`src/wid_pkg.sv`:
```
// Shared constants, types and the width mask helper function of the wide integer divider.
package wid_pkg;

	localparam int MAX_BITS   = 256;
	localparam int LIMB_BITS  = 64;
	localparam int LIMB_SHIFT = 6;
	localparam int LIMBS      = MAX_BITS / LIMB_BITS;
	localparam int LIMB_IDX_W = (LIMBS > 1) ? $clog2(LIMBS) : 1;
	localparam int NL_W       = $clog2(LIMBS + 1);
	localparam int W_BITS     = $clog2(MAX_BITS + 1);
	localparam int STEP_W     = $clog2(MAX_BITS);
	localparam int CFG_W      = 9;

	typedef enum logic [2:0] {
		ST_LOAD,
		ST_MASK,
		ST_NEG,
		ST_DIV,
		ST_FIX,
		ST_EXT,
		ST_OUT
	} state_t;

	typedef struct packed {
		logic                  load;
		logic                  mask;
		logic                  neg;
		logic                  step;
		logic                  fix;
		logic                  ext;
		logic [LIMB_IDX_W-1:0] limb;
		logic [STEP_W-1:0]     bit_idx;
		logic [W_BITS-1:0]     width;
	} dp_cmd_t;

	typedef struct packed {
		logic den_zero;
	} dp_stat_t;

	// Ones in the bit positions below the operand width.
	function automatic logic [MAX_BITS-1:0] width_mask(input logic [W_BITS-1:0] w);
		logic [MAX_BITS-1:0] m;
		for (int i = 0; i < MAX_BITS; i++) begin
			m[i] = (W_BITS'(i) < w);
		end
		return m;
	endfunction

endpackage

```
`src/wid_ctrl.sv`:
```
// Sequencer of the divider: state machine, limb and step counters, width register.
module wid_ctrl (
	input  logic              clk,
	input  logic              arst_n,
	input  logic              cfg_wen,
	input  logic [8:0]        cfg_wdata,
	input  logic              s_tvalid,
	output logic              s_tready,
	output logic              m_tvalid,
	input  logic              m_tready,
	output logic              m_tlast,
	input  wid_pkg::dp_stat_t stat,
	output wid_pkg::dp_cmd_t  cmd
);
	import wid_pkg::*;

	state_t                state_q, state_d;
	logic [LIMB_IDX_W-1:0] limb_q;
	logic [STEP_W-1:0]     step_q;
	logic [W_BITS-1:0]     width_q;
	logic [W_BITS-1:0]     eff_width;
	logic [W_BITS:0]       nl_sum;
	logic [NL_W-1:0]       nl;
	logic                  last_limb;
	logic                  s_acc;
	logic                  m_acc;

	always_comb begin
		if (cfg_wdata == '0) begin
			eff_width = W_BITS'(1);
		end else if (32'(cfg_wdata) > MAX_BITS) begin
			eff_width = W_BITS'(MAX_BITS);
		end else begin
			eff_width = W_BITS'(cfg_wdata);
		end
	end

	assign nl_sum    = {1'b0, width_q} + (W_BITS + 1)'(LIMB_BITS - 1);
	assign nl        = NL_W'(nl_sum >> LIMB_SHIFT);
	assign last_limb = (NL_W'(limb_q) == nl - NL_W'(1));
	assign s_acc     = s_tvalid && s_tready;
	assign m_acc     = m_tvalid && m_tready;

	always_ff @(posedge clk or negedge arst_n) begin
		if (!arst_n) begin
			state_q <= ST_LOAD;
		end else begin
			state_q <= state_d;
		end
	end

	always_ff @(posedge clk or negedge arst_n) begin
		if (!arst_n) begin
			limb_q  <= '0;
			step_q  <= '0;
			width_q <= W_BITS'(MAX_BITS);
		end else if (cfg_wen) begin
			width_q <= eff_width;
			limb_q  <= '0;
		end else begin
			case (state_q)
				ST_LOAD: begin
					if (s_acc) begin
						limb_q <= last_limb ? '0 : limb_q + LIMB_IDX_W'(1);
					end
				end
				ST_NEG: begin
					step_q <= STEP_W'(width_q - W_BITS'(1));
				end
				ST_DIV: begin
					step_q <= step_q - STEP_W'(1);
				end
				ST_OUT: begin
					if (m_acc) begin
						limb_q <= last_limb ? '0 : limb_q + LIMB_IDX_W'(1);
					end
				end
				default: begin
				end
			endcase
		end
	end

	always_comb begin
		state_d = state_q;
		if (cfg_wen) begin
			state_d = ST_LOAD;
		end else begin
			case (state_q)
				ST_LOAD: begin
					if (s_acc && last_limb) begin
						state_d = ST_MASK;
					end
				end
				ST_MASK: state_d = ST_NEG;
				ST_NEG: begin
					state_d = stat.den_zero ? ST_FIX : ST_DIV;
				end
				ST_DIV: begin
					if (step_q == '0) begin
						state_d = ST_FIX;
					end
				end
				ST_FIX: state_d = ST_EXT;
				ST_EXT: state_d = ST_OUT;
				ST_OUT: begin
					if (m_acc && last_limb) begin
						state_d = ST_LOAD;
					end
				end
				default: state_d = ST_LOAD;
			endcase
		end
	end

	always_comb begin
		s_tready    = 1'b0;
		m_tvalid    = 1'b0;
		m_tlast     = 1'b0;
		cmd         = '0;
		cmd.limb    = limb_q;
		cmd.bit_idx = step_q;
		cmd.width   = width_q;
		case (state_q)
			ST_LOAD: begin
				s_tready = 1'b1;
				cmd.load = s_tvalid;
			end
			ST_MASK: cmd.mask = 1'b1;
			ST_NEG:  cmd.neg  = 1'b1;
			ST_DIV:  cmd.step = 1'b1;
			ST_FIX:  cmd.fix  = 1'b1;
			ST_EXT:  cmd.ext  = 1'b1;
			ST_OUT: begin
				m_tvalid = 1'b1;
				m_tlast  = last_limb;
			end
			default: begin
			end
		endcase
	end

endmodule

```
`config.mk`:
```
export PLATFORM = sky130hd
export DESIGN_NAME = wid_ctrl
export DESIGN_NICKNAME = d
export VERILOG_FILES = /design/src/wid_pkg.sv /design/src/wid_ctrl.sv
export SDC_FILE = /design/constraint.sdc
export NUM_CORES = 1
export LEC_CHECK = 0
export BUFFER_PORTS_ARGS = -buffer_cell sky130_fd_sc_hd__buf_4
export CORE_ASPECT_RATIO = 1.75
export CORE_MARGIN = 5
export CORE_UTILIZATION = 52
export DETAILED_ROUTE_END_ITERATION = 8
export GPL_ROUTABILITY_DRIVEN = 0
export PLACE_DENSITY = 0.82
export SKIP_LAST_GASP = 1
export SLEW_MARGIN = 10
export SYNTH_ARGS = -nofsm -noshare
export SYNTH_HDL_FRONTEND = slang
export SYNTH_SLANG_ARGS = --single-unit
```
`constraint.sdc`:
```
create_clock -name clk -period 3.3 [get_ports clk]
set_clock_uncertainty 0.15 [all_clocks]
set_input_delay 0 -clock clk [delete_from_list [all_inputs] [get_ports clk]]
set_output_delay 0 -clock clk [all_outputs]
set_load 0.02 [all_outputs]
```
* Yosys cells after proc, flatten, opt, wreduce, memory -nomap -nowiden *
Index checks and enable logic that the tools add are counted.

word-level totals
  ROM bits = 0
  bits of input ports = 15
  memories = 0
  flip-flop bits (word level) = 22
  bits in latches = 0
  RAM bits = 0
  logic and storage cells = 58
  output and inout bits = 28

operators by class
  shifts and indexed selects = 0
  $lt $le $gt $ge = 1
  bitwise logic cells = 1
  reductions and logical operators = 12
  add/subtract/negate cells = 5
  div/mod/pow operators = 0
  equality and inequality tests = 12
  mux-type cells = 23
  $mul = 0

operators with widths
  operator               count
  $pmux W3 S7            1
  $mux W9                2
  $pmux W8 S2            1
  $sub A8 B1 Y8 const B  2
  $mux W3                5
  $ne A3 B3 Y1 const B   5
  $add A9 B6 Y9 const B  1
  $eq A3 B3 Y1 const B   3
  $gt A9 B9 Y1 const B   1
  $logic_not A9 Y1       1
  $mux W1                9
  $logic_not A8 Y1       1
  $mux W2                4
  $eq A3 B2 Y1 const B   2
  $reduce_and A3 Y1      2
  $logic_and A1 B1 Y1    4
  $pmux W2 S2            1
  $eq A2 B3 Y1           1
  $eq A3 B1 Y1 const B   1
  $logic_not A3 Y1       1
  $reduce_bool A3 Y1     1
  $sub A3 B1 Y3 const B  1
  $add A2 B1 Y2 const B  1
  $reduce_and A2 Y1      1
  2 further kinds        2

* Logic depth before layout (Yosys ltp) *
Gate-level depths: netlist of the first run.

  word-level depth = 7
  mapped depth = 11
  gate-level depth less buffers = 9

* Worst setup path after synthesis of the first run *
No wires, ideal clock.

  path type = register to register
  start point = reg width_q[5]
  end point = reg state_q[1]
  period minus slack after synthesis = 3.017 ns
  cell stages (with the launch flop) = 9
  setup slack = 0.283 ns
  arrival time = 2.744 ns
  setup time = 0.123 ns
  path buffers = 1
  required time = 3.027 ns
  path through = dfrtp_1 -> or4_1 -> buf_2 -> or3_2 -> nand2_1 -> ha_1 -> xnor2_1 -> or3b_2 -> o221a_2

on the way
  word-level cells in the longest chain between the ends = 6
  elaborated cells on any way between the ends = 8
  those cells by class = add/sub (2); eq/ne (3); reduce/logical (3)

ends and longest elaborated chain
  item                                           line                             source
  start, declared                                wid_ctrl.sv:20                   logic [W_BITS-1:0] width_q;
  start signal, assigned                         wid_ctrl.sv:56                   width_q <= W_BITS'(MAX_BITS);
  start signal, assigned                         wid_ctrl.sv:58                   width_q <= eff_width;
  $add A9 B6 Y9 *                                wid_ctrl.sv:38                   assign nl_sum = {1'b0, width_q} + (W_BITS + 1)'(LIMB_BITS - 1);
  $sub A3 B1 Y3 *                                wid_ctrl.sv:40                   assign last_limb = (NL_W'(limb_q) == nl - NL_W'(1));
  $eq A2 B3 Y1 *                                 wid_ctrl.sv:40
  $logic_and A1 B1 Y1, on equally long branches  wid_ctrl.sv:107, wid_ctrl.sv:91
  $ne A3 B3 Y1 (no source line)                  -
  $reduce_and A3 Y1 (no source line) *           -
  end signal, assigned                           wid_ctrl.sv:48                   state_q <= state_d;
  end, declared                                  wid_ctrl.sv:17                   state_t state_q, state_d;

Every way passes the cells marked *; elsewhere a longest branch is shown, timed or not.
A chain may end at the register's enable or synchronous reset.

* Final worst setup path of the first run *
  start point = reg width_q[3]
  end point = out m_tlast

on the way
  word-level cells in the longest chain between the ends = 4

ends and longest elaborated chain
  item           line             source
  $add A9 B6 Y9  wid_ctrl.sv:38
  $sub A3 B1 Y3  wid_ctrl.sv:40
  $eq A2 B3 Y1   wid_ctrl.sv:40
  $mux W1        wid_ctrl.sv:124  case (state_q)
  end, declared  wid_ctrl.sv:11   output logic m_tlast,

Every way passes these cells.

==> results of run 1 <==
## layout make-up
class / count / area [um2]
repair buffers: 67 / 558.0
well taps: 28 / 35.03
flip-flops and latches: 22 / 551.8
multi-input cells: 146 / 929.6
clock buffers: 4 / 45.04
fillers: 224 / 730.7
inverters: 12 / 45.04
## power groups by stage
stage | Clock, uW | Sequential (uW) | Combinational [uW]
3_5_place_dp | 0 | 400 | 389
2_1_floorplan | 0 | 443 | 189
3_3_place_gp | 0 | 398 | 384
6_report | 171 | 394 | 439
5_1_grt | 185 | 404 | 483
4_1_cts | 172 | 395 | 424
## logic make-up after synthesis
logic type / after synthesis / synth area share
and+or+nand+nor: 79 / 0.2753
adders and majority gates: 2 / 0.01619
AOI/OAI and AO/OA: 56 / 0.2413
muxes: 2 / 0.01376
buffers and inverters: 22 / 0.05668
xor gates and xnor gates: 7 / 0.03968
DFF: 22 / 0.3571
## repair_timing
action / in CTS / in global routing
hold endpoints to repair: 32 / 0
gates resized for setup: 1 / 4
pin swaps: 1 / 1
hold buffers: 22 / 0
buffers inserted: 1 / 2
setup endpoints to repair: 1 / 1
## state kept, by name, indices dropped and copies added (netlist names)
signal / flops
limb_q: 2
step_q: 8
width_q: 9
state_q: 3
## critical path, delay by kind of cell, from the launching register on
kind,cells,cell delay (ns)
xor gates and xnor gates,1,0.17
AOI/OAI and AO/OA,2,0.46
buffers and inverters,1,0.13
and+or+nand+nor,5,1.36
adders and majority gates,1,0.16
DFF,1,0.40
## path summary, 6_finish.rpt
check	end	slack [ns]	cells after the start
max	m_tlast	0.20	10
min	state_q[2]	0.0004	3
max reg2reg	state_q[1]	0.29	7
min reg2reg	step_q[5]	0.39	1
max in group asynchronous	width_q[8]	2.70	2
min in group asynchronous	state_q[1]	0.02	2
## layer usage
metal,vias to the layer above,global-route usage,share of wire
li1,807,-,-
met3,12,0.01795,0.047
met1,798,0.2739,0.38
met5,-,0,0
met2,53,0.4238,0.54
met4,0,0.1159,0.028
## cells in the final DEF (no fill, tap or decap), types with 3 or more instances in the layout
master / count
nand3b_1: 8
o21ai_0: 19
xnor2_1: 6
dfrtp_1: 21
inv_1: 11
a21oi_1: 10
or3_1: 3
nor2b_1: 3
nand3_1: 4
and2_1: 4
or2_2: 3
dlygate4sd3_1: 22
nand2_1: 17
nor3_1: 5
nor2_1: 18
o22ai_1: 3
buf_4: 45
clkbuf_8: 3
## per-stage QoR
step                worst slack, ns  std cells  hold WS (ns)    util
floorplan                    0.2834        190       -0.4456       -
global placement             0.3290        250       -0.2464  0.6400
detailed placement           0.2563        250       -0.2429  0.6400
CTS                         0.02795        277      0.001550  0.7364
global route                0.01003        279       0.02627  0.7476
finish                       0.2033        279     0.0003510  0.7476
==> flow_summary.json, run 1 <==
{
  "synth-seq-cells": 22,
  "grt-ovfl-total": 0,
  "regToRegStartpoint": "width_q[3]",
  "final_nets": 269,
  "cp-end-kind": "primary output",
  "syn_avg_cell_area_um2": 8.133,
  "fmax_ghz": 0.3229,
  "crit_chain": "or4_4 -> or3_2 -> nand2_1 -> ha_1 -> xnor2_1 -> nand2_1 -> a21o_2 -> a31oi_4 -> and2_1 -> buf_4",
  "ys_seq_area_frac": 0.3571,
  "fp.coreArea_um2": 2895,
  "grt_util_all_layers": 0.2344,
  "syn_nets": 207,
  "htreeDepth": 1,
  "ys_warn_count": 0,
  "p_leak_uw": 0.0009436,
  "post_dp_cell_area_um2": 1853,
  "min_path_type": "in2reg",
  "rsz0062_at_grt": "no",
  "wl_per_cell_um": 16.29,
  "cts_buffers": 3,
  "crit_type": "reg2out",
  "clockBufferDepth": 2,
  "synthFlopType": "dfrtp_1",
  "drtAntennaViolNets": 0,
  "synth.area.top_cells": "dfrtp_1 34%, o21ai_0 6.5%, nor2_1 4.4%",
  "dpl.hpwl_um": 3034,
  "synth.most_common_cell": "dfrtp_1",
  "clkTransAtPathRegs_ns": 0.08,
  "num_rows": 26,
  "grt_max_degree": 23,
  "worstMarginPinSlew_ns": 0.4234,
  "yosysTopAreaCell": "dfrtp_1",
  "synth.top_cells.by_count": "21 x dfrtp_1, 20 x o21ai_0, 18 x nor2_1",
  "critPathRequiredTime_ns": 3.15,
  "vdd_drop_max_uv": 353.4,
  "p_seq_frac": 0.393,
  "fin_crit_ns": 3.097,
  "crit_top_cell": "nand2_1",
  "p_sw_uw": 388.5,
  "drc": 0,
  "drt_wl_total_um": 4545,
  "area_growth_pct": 40.08,
  "worstHoldStart": "m_tready",
  "io_pins": 43,
  "die_w_um": 51.21,
  "netlist.area_leader.share": 0.3401,
  "crit_fanout": 5,
  "final-hold-violation-count": 0,
  "netlist_area_um2": 1545,
  "crit_start": "width_q[3]",
  "cts_tree": "built",
  "root_buffer": "clkbuf_8",
  "clock_latency_ns": 0.26,
  "synth_cells": 190,
  "critPathSlowestCell": "or4_4",
  "portBuffers": 42,
  "async_flop_share": 1.000,
  "synth_edf_count": 0,
  "grt_antenna_before_repair": 0,
  "die_h_um": 82.11,
  "drive_above_1_share": 0.2669,
  "cp.arrival_ns": 2.95,
  "cpPeakStageDelay_ns": 0.57,
  "ys_types": 51,
  "diodes": 0,
  "maxSlewHeadroom": 0.7167,
  "cts_sinks": 22,
  "status": "finished clean",
  "fin_area_um2": 2165,
  "maxCapViolations": 0,
  "intPower_uw": 615.3,
  "finalCritPeriodShare": 0.9384,
  "vias": 1670,
  "drv_slew": 0,
  "p_per_area_nw_per_um2": 463.7,
  "swShare": 0.3870,
  "die_area_um2": 4204,
  "grt_pass1_vias": 1668,
  "start_util": 0.5337,
  "power_uw": 1004,
  "combPwrFrac": 0.437,
  "setup-violations-final": 0,
  "grt_pass1_wl_um": 7534,
  "drt-initial-drc-count": 52,
  "clkPwrFrac": 0.170,
  "firstDrtPassIters": 4,
  "avgViaCountPerCell": 5.986,
  "cp-start-kind": "flip-flop",
  "fin_tns_setup_ns": 0
}
Note: power is estimated with default switching activity, not from simulation.
==> inputs of run 2 (changes only) <==
--- a/config.mk
+++ b/config.mk
@@ -6,12 +6,13 @@
 export NUM_CORES = 1
 export LEC_CHECK = 0
 export BUFFER_PORTS_ARGS = -buffer_cell sky130_fd_sc_hd__buf_4
+export CAP_MARGIN = 0
 export CORE_ASPECT_RATIO = 1.75
 export CORE_MARGIN = 5
-export CORE_UTILIZATION = 52
+export CORE_UTILIZATION = 56
 export DETAILED_ROUTE_END_ITERATION = 8
 export GPL_ROUTABILITY_DRIVEN = 0
-export PLACE_DENSITY = 0.82
+export PLACE_DENSITY = 0.87
 export SKIP_LAST_GASP = 1
 export SLEW_MARGIN = 10
 export SYNTH_ARGS = -nofsm -noshare
==> constraint.sdc (replaced) <==
create_clock -name clk -period 3.8 [get_ports clk]
set_clock_uncertainty 0.15 [all_clocks]
set_input_delay 0 -clock clk [delete_from_list [all_inputs] [get_ports clk]]
set_output_delay 0 -clock clk [all_outputs]
set_load 0.02 [all_outputs]
==> flow_summary.json, run 2 (same netlist as run 1, synthesis figures left out) <==
{
  "fin_tns_setup_ns": 0,
  "crit_type": "reg2out",
  "p_per_area_nw_per_um2": 413.1,
  "utilization": 0.8019,
  "critPathSlowestCell": "or4_1",
  "grt_max_degree": 23,
  "fp.coreArea_um2": 2690,
  "root_buffer": "clkbuf_8",
  "top_register": "width_q",
  "drc": 0,
  "diodes": 0,
  "rsz0062_at_grt": "no",
  "fin_crit_ns": 3.479,
  "grt_antenna_before_repair": 0,
  "regToRegSetupSlack_ns": 0.65,
  "area_growth_pct": 39.60,
  "io_pins": 43,
  "cpPeakStageDelay_ns": 0.67,
  "finalCritPeriodShare": 0.9156,
  "min_path_type": "in2async",
  "clockBufferDepth": 2,
  "worstMarginPinSlew_ns": 0.4598,
  "grt_util_all_layers": 0.2630,
  "start_util": 0.5744,
  "grt_pass1_wl_um": 8142,
  "firstDrtPassIters": 5,
  "mostFrequentLayoutCells": "42 x buf_4, 25 x dlygate4sd3_1, 21 x dfrtp_1",
  "place_ws_ns": 0.7264,
  "cp-start-kind": "flip-flop",
  "wl_per_cell_um": 18.08,
  "p_seq_frac": 0.388,
  "avgViaCountPerCell": 6.374,
  "swShare": 0.3921,
  "final_common_cell": "buf_4",
  "die_area_um2": 3951,
  "largest_reg_flops": 9,
  "cts_tree": "built",
  "die_h_um": 79.49,
  "maxSlewHeadroom": 0.6923,
  "num_rows": 25,
  "reg.largest.list": "width_q x9, step_q x8, state_q x3",
  "fmax_ghz": 0.2874,
  "combPwrFrac": 0.415,
  "drt-initial-drc-count": 102,
  "cts_buffers": 3,
  "crit_chain": "or4_1 -> o21ai_0 -> xnor2_1 -> ha_1 -> xnor2_1 -> nand4_1 -> a31oi_1 -> and2_1 -> buf_4",
  "worstRegToRegCells": 8,
  "crit_top_cell": "xnor2_1",
  "p_sw_uw": 349.4,
  "portBuffers": 42,
  "clock_latency_ns": 0.27,
  "cp-end-kind": "primary output",
  "grt_pass1_vias": 1800,
  "grt-ovfl-total": 0,
  "clkPwrFrac": 0.196,
  "drt_wl_total_um": 5027,
  "htreeDepth": 1,
  "intPower_uw": 541.7,
  "drive_above_1_share": 0.2470,
  "fin_ws_ns": 0.3206,
  "cp.arrival_ns": 3.33,
  "post-cts-setup-buffers": 0,
  "critPathRequiredTime_ns": 3.65,
  "die_w_um": 49.71,
  "vdd_drop_max_uv": 313.1,
  "cts_sinks": 22,
  "crit_fanout": 7,
  "final_nets": 269,
  "vias": 1772,
  "dpl.hpwl_um": 3242,
  "p_leak_uw": 0.0009402,
  "maxCapViolations": 0,
  "drtAntennaViolNets": 0,
  "final-hold-violation-count": 0,
  "drv_slew": 0,
  "setup-violations-final": 0,
  "clkTransAtPathRegs_ns": 0.09,
  "status": "finished clean"
}
run 2: power groups by stage:
stage                     registers, uW  logic (uW)  clock network (uW)
after floorplan                     385         164                   0
after global placement              343         332                   0
after detailed placement            348         341                   0
after CTS                           343         364                 172
after global routing                352         403                 181
final                               346         370                 175
run 2: metrics by stage:
step                      total power [uW]  instance area [um2]  hold slack (ns)  std cells
after global routing                 936.2                 2157          0.05148        278
after CTS                            880.0                 2157          0.01080        278
final                                891.2                 2157         0.006467        278
after global placement               674.8                 1852          -0.2463        249
after detailed placement             688.5                 1852          -0.2415        249
after floorplan                      548.8                 1545          -0.4456        190
run 2: critical path, delay by kind of cell, from the launching register on:
| family | cells | cell delay (ns) |
|---|---|---|
| adder cells (fa/ha/maj) | 1 | 0.21 |
| XOR/XNOR | 2 | 0.38 |
| flip-flops | 1 | 0.42 |
| buffers and inverters | 1 | 0.13 |
| AND/OR/NAND/NOR | 3 | 1.14 |
| AO/OA/AOI/OAI | 2 | 0.77 |
run 2: layout make-up:
type	instances	area [um2]
well taps	27	33.78
flip-flops and latches	22	551.8
fillers	173	533.0
repair buffers	67	565.5
inverters	12	45.04
clock buffers	4	55.05
multi-input cells	146	905.9
run 2: per-layer routing:
layer  share of wire  GRT usage
met1            0.34     0.2742
met2            0.53     0.4656
met3           0.058    0.02056
met4           0.068     0.2073
met5               0          0
run 2: path summary, 6_finish.rpt:
check                            from         end
setup / recovery           width_q[5]     m_tlast
hold / removal                 arst_n  width_q[4]
setup reg to reg           width_q[5]   limb_q[0]
hold reg to reg             step_q[5]   step_q[5]
max in group asynchronous      arst_n  width_q[8]
min in group clk                 stat  state_q[2]
run 2: what timing repair did:
action | CTS | global route
setup endpoints to repair | 0 | 0
endpoints found under the hold margin | 33 | 0
gates resized for setup | 0 | 0
hold buffers | 25 | 0
==> inputs of run 3 (changes only) <==
--- a/config.mk
+++ b/config.mk
@@ -13,6 +13,7 @@
 export DETAILED_ROUTE_END_ITERATION = 8
 export GPL_ROUTABILITY_DRIVEN = 0
 export PLACE_DENSITY = 0.87
+export RECOVER_POWER = 25
 export SKIP_LAST_GASP = 1
 export SLEW_MARGIN = 10
 export SYNTH_ARGS = -nofsm -noshare
==> flow_summary.json, run 3 (same netlist as run 1, synthesis figures left out) <==
{
  "status": "finished clean",
  "p_leak_uw": 0.0009366,
  "cts_hold_buffers": 25,
  "cp-start-kind": "flip-flop",
  "hold_depth": 4,
  "regToRegEndpoint": "limb_q[0]",
  "clockBufferDepth": 2,
  "root_buffer": "clkbuf_8",
  "final-hold-violation-count": 0,
  "drt-initial-drc-count": 102,
  "drt_wl_total_um": 5019,
  "fmax_ghz": 0.2887,
  "drive_above_1_share": 0.2430,
  "largest_reg_flops": 9,
  "clock_latency_ns": 0.27,
  "ctsResizeCount": 0,
  "drc": 0,
  "mostFrequentLayoutCells": "41 x buf_4, 25 x dlygate4sd3_1, 21 x dfrtp_1",
  "vias": 1768,
  "cpPeakStageDelay_ns": 0.66,
  "grt_pass1_wl_um": 8142,
  "die_w_um": 49.71,
  "power_uw": 890.8,
  "min_to": "state_q[2]",
  "num_rows": 25,
  "setup-violations-final": 0,
  "drv_slew": 0,
  "fin_crit_ns": 3.463,
  "drtAntennaViolNets": 0,
  "portBuffers": 42,
  "firstDrtPassIters": 4,
  "seqCellArea_um2": 551.8,
  "regToRegSetupSlack_ns": 0.67,
  "clkTransAtPathRegs_ns": 0.09,
  "cts_tree": "built",
  "htreeDepth": 1,
  "fp.coreArea_um2": 2690,
  "cts_buffers": 3,
  "start_util": 0.5744,
  "diodes": 0,
  "wl_per_cell_um": 18.05,
  "top_register": "width_q",
  "finalCritPeriodShare": 0.9114,
  "stdcell_count": 278,
  "worstRegToRegCells": 8,
  "place_inst": 249,
  "grt_max_degree": 23,
  "worstHoldStart": "stat",
  "crit_top_cell": "xnor2_1",
  "crit_chain": "or4_1 -> o21ai_0 -> xnor2_1 -> ha_1 -> xnor2_1 -> nand4_1 -> a31oi_1 -> and2_1 -> buf_4",
  "maxCapViolations": 0,
  "grt_antenna_before_repair": 0,
  "fin_tns_setup_ns": 0,
  "min_path_type": "in2reg",
  "nFillCells": 173,
  "die_area_um2": 3951,
  "maxSlewHeadroom": 0.1602,
  "multiInputGateArea_um2": 905.9,
  "dpl.hpwl_um": 3242,
  "final_nets": 269,
  "reg.largest.list": "width_q x9, step_q x8, state_q x3",
  "worstMarginPinSlew_ns": 1.260,
  "die_h_um": 79.49,
  "io_pins": 43,
  "crit_fanout": 7,
  "final_common_cell": "buf_4",
  "cp-end-kind": "primary output",
  "grt_pass1_vias": 1800,
  "cp.arrival_ns": 3.31,
  "cts_sinks": 22,
  "area_growth_pct": 39.35,
  "regToRegStartpoint": "width_q[5]",
  "vdd_drop_max_uv": 313.1,
  "crit_type": "reg2out",
  "whs_ns": 0.01605,
  "grt_util_all_layers": 0.2630,
  "critPathRequiredTime_ns": 3.65,
  "post-cts-setup-buffers": 0,
  "grt-ovfl-total": 0,
  "critPathSlowestCell": "or4_1",
  "rsz0062_at_grt": "no",
  "p_per_area_nw_per_um2": 413.7,
  "avgViaCountPerCell": 6.360
}
run 3: cell types whose count changed in the layout (fill, tap and decap cells not counted), sizes merged:
cell	delta
buf	-1
clkbuf	+1
run 3: per-stage QoR:
stage | setup slack (ns) | util | instance area [um2]
floorplan | 0.7834 | - | 1545
global placement | 0.8438 | 0.6884 | 1852
detailed placement | 0.7264 | 0.6884 | 1852
CTS | 0.4156 | 0.8019 | 2157
global route | 0.1598 | 0.8005 | 2153
finish | 0.3367 | 0.8005 | 2153
run 3: routing by layer:
layer / GRT usage / up-vias / routed length, um / part of all wire
met3: 0.02056 / 29 / 275 / 0.055
met4: 0.2073 / 0 / 330 / 0.066
met1: 0.2742 / 822 / 1734 / 0.35
li1: - / 807 / - / -
met2: 0.4656 / 110 / 2679 / 0.53
met5: 0 / - / 0 / 0
run 3: worst max path at each step:
| stage | to | start | slack [ns] |
|---|---|---|---|
| after floorplan | state_q[1] | width_q[5] | 0.78 |
| after global placement | state_q[1] | width_q[5] | 0.84 |
| after detailed placement | m_tlast | width_q[5] | 0.73 |
| after CTS | m_tlast | width_q[5] | 0.42 |
| after global routing | m_tlast | width_q[3] | 0.16 |
| final | m_tlast | width_q[5] | 0.34 |
run 3: where the power goes:
part           internal, uW  switching [uW]  leakage (uW)
sequential              279            66.8      0.000275
clock                  92.7            82.6     0.0000288
combinational           169             200      0.000633
run 3: critical path, delay by kind of cell (launching register included):
family          cells  cell delay, ns
simple gates        3            1.13
compound gates      2            0.75
flops               1            0.42
xor+xnor            2            0.39
fa+ha+maj           1            0.21
buf+inv             1            0.13
run 3: area by class of cell:
class	count	area share
Multi-Input combinational cell	146	0.4207
Timing Repair Buffer	67	0.2609
Sequential cell	22	0.2562
Clock buffer	4	0.02557
Inverter	12	0.02092
Tap cell	27	0.01569
